[src/npcm_pkg.sv]
package npcm_pkg;

  // Table geometry.
  localparam int NUM_THEMES      = 4;
  localparam int SLOTS_PER_THEME = 16;
  localparam int TABLE_DEPTH     = NUM_THEMES * SLOTS_PER_THEME;
  localparam int ADDR_W          = $clog2(TABLE_DEPTH);

  // Field widths.
  localparam int THEME_W = 2;
  localparam int SLOT_W  = 4;
  localparam int CHAN_W  = 8;
  localparam int COLOR_W = 3 * CHAN_W;
  localparam int SQ_W    = 2 * CHAN_W;
  localparam int DIST_W  = 18;

  // Input tdata layout, lowest bit first.
  localparam int IN_THEME_LSB = 0;
  localparam int IN_SLOT_LSB  = IN_THEME_LSB + THEME_W;
  localparam int IN_VALID_LSB = IN_SLOT_LSB + SLOT_W;
  localparam int IN_COLOR_LSB = IN_VALID_LSB + 1;
  localparam int IN_USED_W    = IN_COLOR_LSB + COLOR_W;
  localparam int IN_DATA_W    = ((IN_USED_W + 7) / 8) * 8;

  // Output tdata layout, lowest bit first.
  localparam int OUT_FOUND_LSB = 0;
  localparam int OUT_IDX_LSB   = OUT_FOUND_LSB + 1;
  localparam int OUT_DIST_LSB  = OUT_IDX_LSB + SLOT_W;
  localparam int OUT_USED_W    = OUT_DIST_LSB + DIST_W;
  localparam int OUT_DATA_W    = ((OUT_USED_W + 7) / 8) * 8;

  typedef enum logic {
    REQ_WRITE = 1'b0,
    REQ_QUERY = 1'b1
  } req_type_t;

  // Controller to datapath.
  typedef struct packed {
    logic              write;
    logic              load_query;
    logic              issue;
    logic [SLOT_W-1:0] slot;
    logic              last;
    logic              load_out;
  } npcm_cmd_t;

  // Datapath to controller.
  typedef struct packed {
    logic done;
    logic out_free;
  } npcm_sts_t;

  function automatic logic [ADDR_W-1:0] tbl_addr(input logic [THEME_W-1:0] theme,
                                                 input logic [SLOT_W-1:0]  slot);
    int a;
    a = int'(theme) * SLOTS_PER_THEME + int'(slot);
    return a[ADDR_W-1:0];
  endfunction

endpackage

[src/npcm_ctrl.sv]
module npcm_ctrl (
  input  logic                  clk,
  input  logic                  rst_n,
  input  logic                  in_tvalid,
  input  logic                  in_tuser,
  output logic                  in_tready,
  input  npcm_pkg::npcm_sts_t   sts,
  output npcm_pkg::npcm_cmd_t   cmd
);

  typedef enum logic [1:0] {
    ST_IDLE,
    ST_SCAN,
    ST_WAIT
  } state_t;

  state_t                     state_r;
  logic                       in_tready_r;
  logic [npcm_pkg::SLOT_W-1:0] slot_cnt_r;
  logic                       accept;
  logic                       is_query;
  logic                       scan_last;

  assign accept    = in_tvalid && in_tready_r;
  assign is_query  = (in_tuser == npcm_pkg::REQ_QUERY);
  assign scan_last = (int'(slot_cnt_r) == npcm_pkg::SLOTS_PER_THEME - 1);
  assign in_tready = in_tready_r;

  always_comb begin
    cmd            = '0;
    cmd.write      = accept && !is_query;
    cmd.load_query = accept && is_query;
    cmd.issue      = (state_r == ST_SCAN);
    cmd.slot       = slot_cnt_r;
    cmd.last       = scan_last;
    cmd.load_out   = (state_r == ST_WAIT) && sts.done && sts.out_free;
  end

  always_ff @(posedge clk) begin
    if (!rst_n) begin
      state_r     <= ST_IDLE;
      in_tready_r <= 1'b0;
      slot_cnt_r  <= '0;
    end else begin
      case (state_r)
        ST_IDLE: begin
          in_tready_r <= 1'b1;
          if (accept && is_query) begin
            state_r     <= ST_SCAN;
            in_tready_r <= 1'b0;
            slot_cnt_r  <= '0;
          end
        end
        ST_SCAN: begin
          slot_cnt_r <= slot_cnt_r + 1'b1;
          if (scan_last) begin
            state_r <= ST_WAIT;
          end
        end
        ST_WAIT: begin
          if (sts.done && sts.out_free) begin
            state_r     <= ST_IDLE;
            in_tready_r <= 1'b1;
          end
        end
        default: begin
          state_r     <= ST_IDLE;
          in_tready_r <= 1'b0;
        end
      endcase
    end
  end

endmodule

[src/npcm_dp.sv]
module npcm_dp (
  input  logic                               clk,
  input  logic                               rst_n,
  input  logic [npcm_pkg::IN_DATA_W-1:0]     in_tdata,
  input  npcm_pkg::npcm_cmd_t                cmd,
  output npcm_pkg::npcm_sts_t                sts,
  output logic                               out_tvalid,
  input  logic                               out_tready,
  output logic [npcm_pkg::OUT_DATA_W-1:0]    out_tdata
);

  localparam int CW = npcm_pkg::CHAN_W;

  // Input fields.
  logic [npcm_pkg::THEME_W-1:0] f_theme;
  logic [npcm_pkg::SLOT_W-1:0]  f_slot;
  logic                         f_valid;
  logic [npcm_pkg::COLOR_W-1:0] f_color;

  assign f_theme = in_tdata[npcm_pkg::IN_THEME_LSB +: npcm_pkg::THEME_W];
  assign f_slot  = in_tdata[npcm_pkg::IN_SLOT_LSB  +: npcm_pkg::SLOT_W];
  assign f_valid = in_tdata[npcm_pkg::IN_VALID_LSB];
  assign f_color = in_tdata[npcm_pkg::IN_COLOR_LSB +: npcm_pkg::COLOR_W];

  // Color memory and its valid bits.
  logic [npcm_pkg::COLOR_W-1:0] mem [npcm_pkg::TABLE_DEPTH];
  logic [npcm_pkg::TABLE_DEPTH-1:0] slot_valid_r;

  logic wr_ok;
  logic [npcm_pkg::ADDR_W-1:0] wr_addr;
  logic [npcm_pkg::ADDR_W-1:0] rd_addr;

  assign wr_ok = cmd.write && (int'(f_theme) < npcm_pkg::NUM_THEMES)
                 && (int'(f_slot) < npcm_pkg::SLOTS_PER_THEME);
  assign wr_addr = npcm_pkg::tbl_addr(f_theme, f_slot);

  // Query held for the scan.
  logic [npcm_pkg::THEME_W-1:0] q_theme_r;
  logic [npcm_pkg::COLOR_W-1:0] q_color_r;
  logic                         q_theme_ok;

  assign q_theme_ok = (int'(q_theme_r) < npcm_pkg::NUM_THEMES);
  assign rd_addr    = npcm_pkg::tbl_addr(q_theme_r, cmd.slot);

  always_ff @(posedge clk) begin
    if (cmd.load_query) begin
      q_theme_r <= f_theme;
      q_color_r <= f_color;
    end
  end

  always_ff @(posedge clk) begin
    if (wr_ok) begin
      mem[wr_addr] <= f_color;
    end
  end

  always_ff @(posedge clk) begin
    if (!rst_n) begin
      slot_valid_r <= '0;
    end else if (wr_ok) begin
      slot_valid_r[wr_addr] <= f_valid;
    end
  end

  // Stage 1: table read.
  logic                         s1_vld_r;
  logic                         s1_last_r;
  logic                         s1_hit_r;
  logic [npcm_pkg::SLOT_W-1:0]  s1_slot_r;
  logic [npcm_pkg::COLOR_W-1:0] s1_color_r;

  always_ff @(posedge clk) begin
    if (cmd.issue) begin
      s1_color_r <= mem[rd_addr];
    end
  end

  always_ff @(posedge clk) begin
    s1_last_r <= cmd.last;
    s1_slot_r <= cmd.slot;
    s1_hit_r  <= q_theme_ok && slot_valid_r[rd_addr];
  end

  // Stage 2: per-channel squared differences.
  logic                         s2_vld_r;
  logic                         s2_last_r;
  logic                         s2_hit_r;
  logic [npcm_pkg::SLOT_W-1:0]  s2_slot_r;
  logic [npcm_pkg::SQ_W-1:0]    sq_r [3];
  logic [CW-1:0]                diff [3];

  always_comb begin
    for (int c = 0; c < 3; c++) begin
      if (q_color_r[c*CW +: CW] > s1_color_r[c*CW +: CW]) begin
        diff[c] = q_color_r[c*CW +: CW] - s1_color_r[c*CW +: CW];
      end else begin
        diff[c] = s1_color_r[c*CW +: CW] - q_color_r[c*CW +: CW];
      end
    end
  end

  always_ff @(posedge clk) begin
    s2_last_r <= s1_last_r;
    s2_slot_r <= s1_slot_r;
    s2_hit_r  <= s1_hit_r;
    for (int c = 0; c < 3; c++) begin
      sq_r[c] <= diff[c] * diff[c];
    end
  end

  always_ff @(posedge clk) begin
    if (!rst_n) begin
      s1_vld_r <= 1'b0;
      s2_vld_r <= 1'b0;
    end else begin
      s1_vld_r <= cmd.issue;
      s2_vld_r <= s1_vld_r;
    end
  end

  // Stage 3: sum and keep the strictly smaller distance.
  logic [npcm_pkg::DIST_W-1:0]  cand_dist;
  logic                         found_r;
  logic                         done_r;
  logic [npcm_pkg::SLOT_W-1:0]  best_idx_r;
  logic [npcm_pkg::DIST_W-1:0]  best_dist_r;

  assign cand_dist = npcm_pkg::DIST_W'(sq_r[0]) + npcm_pkg::DIST_W'(sq_r[1])
                   + npcm_pkg::DIST_W'(sq_r[2]);

  always_ff @(posedge clk) begin
    if (!rst_n) begin
      found_r     <= 1'b0;
      done_r      <= 1'b0;
      best_idx_r  <= '0;
      best_dist_r <= '0;
    end else if (cmd.load_query) begin
      found_r     <= 1'b0;
      done_r      <= 1'b0;
      best_idx_r  <= '0;
      best_dist_r <= '0;
    end else if (s2_vld_r) begin
      if (s2_hit_r && (!found_r || cand_dist < best_dist_r)) begin
        found_r     <= 1'b1;
        best_idx_r  <= s2_slot_r;
        best_dist_r <= cand_dist;
      end
      if (s2_last_r) begin
        done_r <= 1'b1;
      end
    end
  end

  // Output register.
  logic                            out_tvalid_r;
  logic [npcm_pkg::OUT_DATA_W-1:0] out_tdata_r;

  always_ff @(posedge clk) begin
    if (!rst_n) begin
      out_tvalid_r <= 1'b0;
    end else if (cmd.load_out) begin
      out_tvalid_r <= 1'b1;
    end else if (out_tready) begin
      out_tvalid_r <= 1'b0;
    end
  end

  always_ff @(posedge clk) begin
    if (cmd.load_out) begin
      out_tdata_r <= npcm_pkg::OUT_DATA_W'({best_dist_r, best_idx_r, found_r});
    end
  end

  assign out_tvalid   = out_tvalid_r;
  assign out_tdata    = out_tdata_r;
  assign sts.done     = done_r;
  assign sts.out_free = !out_tvalid_r || out_tready;

endmodule

[src/nearest_palette_color_match_core.sv]
// Channel  | Ports                          | Carries
// ---------+--------------------------------+------------------------------------------
// input    | in_tvalid/in_tready/in_tdata   | table write or nearest-color query
//          | in_tuser                       | request type (write or query)
// result   | out_tvalid/out_tready/out_tdata| found flag, best slot, squared distance
//
// A write transaction is taken and produces no result.
// A query transaction reads the 16 slots of its theme one per cycle through the single
// memory read port, then squares the channel differences, sums them, compares the sum
// against the running best and loads the output register; in_tready returns as
// out_tvalid rises, so the next transaction is taken only once the query's result is out.
// The result sits in an output register; writes are taken while it waits there, and a
// following query holds in its last cycle until that register has been taken.
// Reset (rst_n low, synchronous) clears all valid marks and control state; color
// entries are never cleared, and a color only counts once its slot is written valid.
module nearest_palette_color_match_core (
  input  logic                            clk,
  input  logic                            rst_n,
  // Input channel.
  input  logic                            in_tvalid,
  output logic                            in_tready,
  // tdata fields from bit 0: theme, entry_index, entry_valid, blue, green, red, zero pad.
  input  logic [npcm_pkg::IN_DATA_W-1:0]  in_tdata,
  // tuser fields from bit 0: req_type.
  input  logic                            in_tuser,
  // Result channel.
  output logic                            out_tvalid,
  input  logic                            out_tready,
  // tdata fields from bit 0: found, best_index, best_distance, zero pad.
  output logic [npcm_pkg::OUT_DATA_W-1:0] out_tdata
);

  npcm_pkg::npcm_cmd_t cmd;
  npcm_pkg::npcm_sts_t sts;

  // The controller sequences each transaction: it accepts writes in place,
  // and walks the slots of the queried theme one per cycle.
  npcm_ctrl u_ctrl (
    .clk       (clk),
    .rst_n     (rst_n),
    .in_tvalid (in_tvalid),
    .in_tuser  (in_tuser),
    .in_tready (in_tready),
    .sts       (sts),
    .cmd       (cmd)
  );

  // The datapath holds the color memory, the valid bits, the distance
  // pipeline, the running best and the output register.
  npcm_dp u_dp (
    .clk        (clk),
    .rst_n      (rst_n),
    .in_tdata   (in_tdata),
    .cmd        (cmd),
    .sts        (sts),
    .out_tvalid (out_tvalid),
    .out_tready (out_tready),
    .out_tdata  (out_tdata)
  );

`ifndef NO_ASSERTIONS
  // No new transaction is taken while the scan is reading the table.
  a_no_accept_in_scan: assert property (@(posedge clk) disable iff (!rst_n)
    cmd.issue |-> !in_tready)
    else $error("input accepted during a table scan");

  // A result is only loaded when the output register can take it.
  a_load_when_free: assert property (@(posedge clk) disable iff (!rst_n)
    cmd.load_out |-> sts.out_free)
    else $error("result loaded over an untaken result");

  // A query that found nothing reports slot zero and distance zero.
  a_empty_result: assert property (@(posedge clk) disable iff (!rst_n)
    (out_tvalid && !out_tdata[npcm_pkg::OUT_FOUND_LSB])
      |-> (out_tdata[npcm_pkg::OUT_USED_W-1:npcm_pkg::OUT_IDX_LSB] == '0))
    else $error("empty theme result carries a nonzero slot or distance");
`endif

endmodule

[config.mk]
export PLATFORM = sky130hd
export DESIGN_NAME = nearest_palette_color_match_core
export DESIGN_NICKNAME = d
export VERILOG_FILES = /design/src/npcm_pkg.sv /design/src/npcm_ctrl.sv /design/src/npcm_dp.sv /design/src/nearest_palette_color_match_core.sv
export SDC_FILE = /design/constraint.sdc
export NUM_CORES = 2
export LEC_CHECK = 0
export BUFFER_PORTS_ARGS = -buffer_cell sky130_fd_sc_hd__buf_4
export CAP_MARGIN = 5
export CORE_ASPECT_RATIO = 1.25
export CORE_UTILIZATION = 50
export DETAILED_ROUTE_END_ITERATION = 12
export PLACE_DENSITY = 0.66
export RECOVER_POWER = 25
export SLEW_MARGIN = 20
export SYNTH_ARGS = -nofsm -noshare
export SYNTH_HDL_FRONTEND = slang
export SYNTH_HIERARCHICAL = 1
export SYNTH_SLANG_ARGS = --single-unit
[constraint.sdc]
create_clock -name clk -period 15.2 [get_ports clk]
set_input_delay 0.76 -clock clk [delete_from_list [all_inputs] [get_ports clk]]
set_output_delay 0.76 -clock clk [all_outputs]
set_load 0.1 [all_outputs]
# Yosys cells after proc, flatten, opt, wreduce, memory -nomap -nowiden
# Memories as Yosys holds them, arrays and structs flattened. A register that Yosys moved wholly into a read port is not among the register bits.
# Cells that the tools add are included.
# totals
ff_bits	159
mem_bits_rw	1584
in_bits	37
output_inout_bits	26
elab_cells	94
memories	2
# classes
n_addsub	11
n_mul	3
order_cmp	7
eq_ne	6
muxes	21
bitwise	2
reduce_logical	22
# mem_list
name	words	width	rd	rd_ports_with_merged_regs	wr	line_no	source
u_dp.mem	64	24	1	1	1	npcm_dp.sv:26	logic [npcm_pkg::COLOR_W-1:0] mem [npcm_pkg::TABLE_DEPTH];
u_dp.sq_r	3	16	3	0	3	npcm_dp.sv:90	logic [npcm_pkg::SQ_W-1:0] sq_r [3];
# op_table
operator	n
$bwmux 64	1
$mul 8x8->16	3
$sub 8x8->8	6
$gt 8x8->1	3
$mux 8	3
$add 18x16->18	1
$lt 18x18->1	1
$add 16x16->17	1
$lt 6x7->1 const B	2
$add 6x4->6	2
$logic_and 1x1->1	8
$mux 1	8
$pmux 4 s2	1
$reduce_and 2->1	4
$bmux 1 s6	1
$demux 1 s6	1
$ge 6x1->1 const B	1
$mux 2	3
$ne 2x2->1 const B	3
$pmux 2 s3	1
$add 4x1->4 const B	1
$eq 4x1->1 const B	1
$mux 4	1
$reduce_bool 2->1	2
9 further kinds	13

# Depth between registers and ports, before layout
# An unclocked memory read counts as a cell.
# logic_depth
ltp_word	7
ltp_mapped	29
ltp_nobuf	28

# Cells and area by module
# Netlist, hierarchy kept.
# modules_own_cells
mod	n_inst	cells_each	area_per_inst_um2	seq_area_each_um2
npcm_dp	1	3862	73982.2	51279.2
npcm_ctrl	1	46	387.9	140.1

# Least setup slack after synthesis
# No wires, ideal clock.
# synth_path
path_type	flip-flop to flip-flop
start	register u_dp/q_color_r[16] (netlist name)
end	memory u_dp/sq_r[0][47] (netlist name)
setup_time_ns	0.086
arrival_time_ns	6.436
required_ns	15.114
slack_ns	8.678
path_stages_with_launch	29
path_buffers	0
synth_period_minus_slack_ns	6.522
cell_sequence	edfxtp_1 -> inv_1 -> ha_1 -> inv_1 -> fa_1 -> a211oi_2 -> o21a_1 -> o21bai_1 -> a221oi_2 -> o311ai_4 -> a221oi_4 -> xor2_4 -> nand2b_1 -> fa_1 -> inv_1 -> fa_1 -> inv_1 -> fa_1 -> fa_1 -> inv_1 -> ha_1 -> nor2_1 -> inv_1 -> o221a_2 -> o221a_2 -> and4_1 -> nor3_1 -> nor2_1 -> a211oi_1
# synth_rtl
item	line_no	source
from (decl)	npcm_dp.sv:39	logic [npcm_pkg::COLOR_W-1:0] q_color_r;
from (signal assigned)	npcm_dp.sv:48	q_color_r <= f_color;
to (decl)	npcm_dp.sv:90	

==> results.py <==
metrics = {
    "logic_synthesis": {
        "syn-num-nets": 4208,
        "ys_seq_area_share_pct": 69.1,
        "synth_cell_types": 82,
        "yosys_warnings": 6,
        "syn_area_sq_um": 74400,
        "ys_ff_latch": 1764,
        "synth_edf_count": 1609,
        "netlist_instances": 3908,
        "syn_avg_cell_area_sq_um": 19.0,
        "yosys_most_used_dff": "edfxtp_1",
        "synthArstFlopShare_pct": 0,
    },
    "flow_run": {
        "cap_violations": 19,
    },
    "final_layout": {
        "drive_gt1_share_pct": 23.5,
        "mostFrequentLayoutCell": "edfxtp_1",
        "final_core_util_pct": 56.5,
        "fillers": 11000,
        "multi_input_area_sq_um": 21900,
        "syn_to_final_growth_pct": 11.8,
        "layout.nets": 4339,
        "final_cell_mix": "1609 x edfxtp_1, 508 x mux4_2, 218 x inv_1, 178 x clkbuf_16, 166 x ha_1",
        "finalInstanceArea_sq_um": 83200,
        "regArea_sq_um": 51400,
    },
    "drt": {
        "routed-via-count": 36800,
        "viasPerCell": 6.04,
        "initialDrtViolationCount": 3203,
        "drt_wl_total_um": 173000,
        "drc": 0,
        "ant_nets": 0,
        "avgRoutedWirePerCell_um": 28.4,
        "first_pass_iters": 7,
    },
    "clocking": {
        "cts_tree": "yes",
        "cts_made_buffers": 169,
        "cts-hold-fix-buffers": 0,
        "cts_sinks": 1764,
        "post_cts_buffers": 0,
        "clockBufferDepth": 3,
        "cts_root_buffer": "clkbuf_16",
        "htree_levels": 4,
        "insertion_delay_ps": 800,
        "path_clk_slew_ps": 60,
        "cts_resized": 0,
    },
    "setup_path": {
        "worstRegToRegCells": 26,
        "cp_common_cell": "fa_1",
        "path_buf_inv": 3,
        "startpoint": "u_dp/q_color_r[16]",
        "end_kind": "register",
        "slowest_stage": "fa_1",
        "cp-start-kind": "register",
        "cp.depth": 26,
        "r2r_end": "u_dp/sq_r[0][47]",
        "crit_end": "u_dp/sq_r[0][47]",
        "worstPathArrival_ps": 7840,
        "cpLargestDelayFamily": "compound AO/OA/AOI/OAI gates",
        "path_max_fanout": 4,
        "worstReg2RegStart": "u_dp/q_color_r[16]",
        "worstSetupPathType": "register to register",
        "crit_path_max_incr_delay_ps": 560,
        "crit_required_ps": 15900,
        "r2r_slack_ps": 8070,
    },
    "timing": {
        "finalCritPeriodShare_pct": 46.9,
        "slew_violations": 1268,
        "rsz0062_at_grt": "false",
        "setup-violations-final": 0,
        "period_needed_ps": 7130,
        "setup_tns_ps": 0,
        "max_freq_ghz": 0.140,
        "fin_skew_ps": 28.1,
        "hold_viol": 0,
        "worst_pin_slew_ps": 3470,
        "slew_headroom_pct": -131,
    },
    "worst_hold_path": {
        "hp-class": "register to register",
        "hp-start": "u_dp/s1_slot_r[3]",
    },
    "status": {
        "status": "finished, violations left",
        "failed_checks": "capacitance limit, slew limit",
    },
    "global_routing": {
        "antenna_found_initial": 11,
        "grt_first_pass_wirelength_um": 253000,
        "grt_start_max_net_pins": 129,
        "grt_overflow_total": 0,
        "grt_use_total_pct": 23.5,
        "grt_pass1_vias": 37700,
    },
    "pwr": {
        "cellLeakagePower_nw": 26.9,
        "peakVddDrop_mv": 0.129,
        "finalPower_w": 0.0120,
        "cellPowerDensity_nw_per_um2": 145,
    },
    "floorplan": {
        "num_rows": 157,
        "die_h_um": 433,
        "io_pins": 63,
        "start_util_pct": 50.5,
        "core_area_sq_um": 147000,
        "die_w_um": 347,
        "die_area_sq_um": 150000,
    },
    "placement": {
        "port_buffers": 60,
        "postPlaceCellArea_sq_um": 77800,
        "dp_hpwl_um": 98900,
        "routabilityCongestion": 0.815,
    },
}
## metrics by stage
| step | hold WS, ps | cells | setup slack (ps) |
|---|---|---|---|
| detailed placement | 314 | 5769 | 8060 |
| floorplan | 310 | 3908 | 8680 |
| finish | 327 | 6096 | 8070 |
| global route | 342 | 6088 | 7650 |
| global placement | 311 | 5756 | 8080 |
| CTS | 183 | 6080 | 8020 |
## kinds of logic (layout without fill, tap and decap cells)
family	Yosys count	after routing	share of synthesized area, %
AOI/OAI and AO/OA	345	345	3.13
xor gates and xnor gates	76	76	0.920
adders and majority gates	263	263	5.40
buffers and inverters	399	670	2.13
DFF	1764	1764	69.1
muxes	579	579	16.4
other	1	10	0.00504
and+or+nand+nor	481	481	2.90
## state kept, by name, indices dropped and copies added, names as in the netlist, 2 cells and up
name,cells
u_dp/slot_valid_r,64
u_dp/best_dist_r,18
u_dp/s1_slot_r,4
u_dp/mem,1536
u_ctrl/slot_cnt_r,4
u_dp/s2_slot_r,4
u_dp/q_theme_r,2
u_dp/out_tdata,23
u_dp/q_color_r,24
u_dp/best_idx_r,4
u_dp/sq_r,45
u_ctrl/state_r,2
u_dp/s1_color_r,24
## cell usage after synthesis (all sizes together), types with 4 or more instances
cell type / count / share of area [%]
a211oi: 10 / 0.11
a21boi: 68 / 0.69
a21o: 28 / 0.29
a21oi: 55 / 0.38
a221oi: 5 / 0.091
a31oi: 7 / 0.059
and2: 11 / 0.093
and3: 8 / 0.067
buf: 73 / 0.48
clkbuf: 108 / 0.55
dfxtp: 155 / 4.2
edfxtp: 1609 / 65
fa: 97 / 2.6
ha: 166 / 2.8
inv: 218 / 1.1
mux2: 21 / 0.32
mux2i: 50 / 0.67
mux4: 508 / 15
nand2: 131 / 0.66
nand2b: 15 / 0.14
nand3: 24 / 0.17
nand3b: 4 / 0.040
nand4: 9 / 0.076
nor2: 207 / 1.0
nor2b: 20 / 0.17
nor3: 20 / 0.14
o21a: 12 / 0.12
o21ai: 109 / 0.73
o21bai: 8 / 0.081
o41ai: 4 / 0.047
or2: 15 / 0.13
or3: 7 / 0.059
xnor2: 53 / 0.62
xor2: 23 / 0.30
## worst min path at each step
stage                        end  slack [ps]  depth (start not counted)
3_5_place_dp       u_dp/s2_hit_r         310                          0
2_1_floorplan      u_dp/s2_hit_r         310                          0
4_1_cts        u_dp/q_theme_r[0]         180                          1
5_1_grt            u_dp/s2_hit_r         340                          0
3_3_place_gp   u_dp/s2_slot_r[1]         310                          0
6_report       u_dp/s2_slot_r[3]         330                          0
## worst register-to-register path, cell delays in order (launching register included)
cell	delay, ps
edfxtp_1	390
inv_1	70
ha_1	140
inv_1	70
fa_1	440
a211oi_2	290
o21a_1	200
o21bai_1	150
a221oi_2	350
o311ai_4	170
a221oi_4	440
mux2i_1	420
inv_1	120
fa_1	560
xor2_1	180
xnor2_1	180
fa_1	470
fa_1	470
ha_1	350
nand2_1	60
o21ai_0	300
o221a_2	300
o221a_2	210
and4_1	220
nor2_1	60
a32o_1	240
a211oi_1	210
## layer usage
metal | wire length (um) | GRT usage, %
met1 | 67600 | 30.2
met2 | 89700 | 40.7
met3 | 9430 | 3.18
met4 | 6200 | 9.07
met5 | 82 | 0
## power by group
group          switching (W)  internal [W]  total [W]
registers          0.0000493       0.00538    0.00543
logic                0.00144       0.00113    0.00257
clock network        0.00177       0.00226    0.00402
total                0.00325       0.00877     0.0120
## layout make-up
class,count,area share (%)
inverters,218,0.984
well taps,1908,2.87
clock inverters,89,0.727
diodes,9,0.0271
flip-flops and latches,1764,61.8
multi-input cells,1745,26.3
repair buffers,141,1.64
clock buffers,222,5.63
Power figures use the tool's default switching activity.
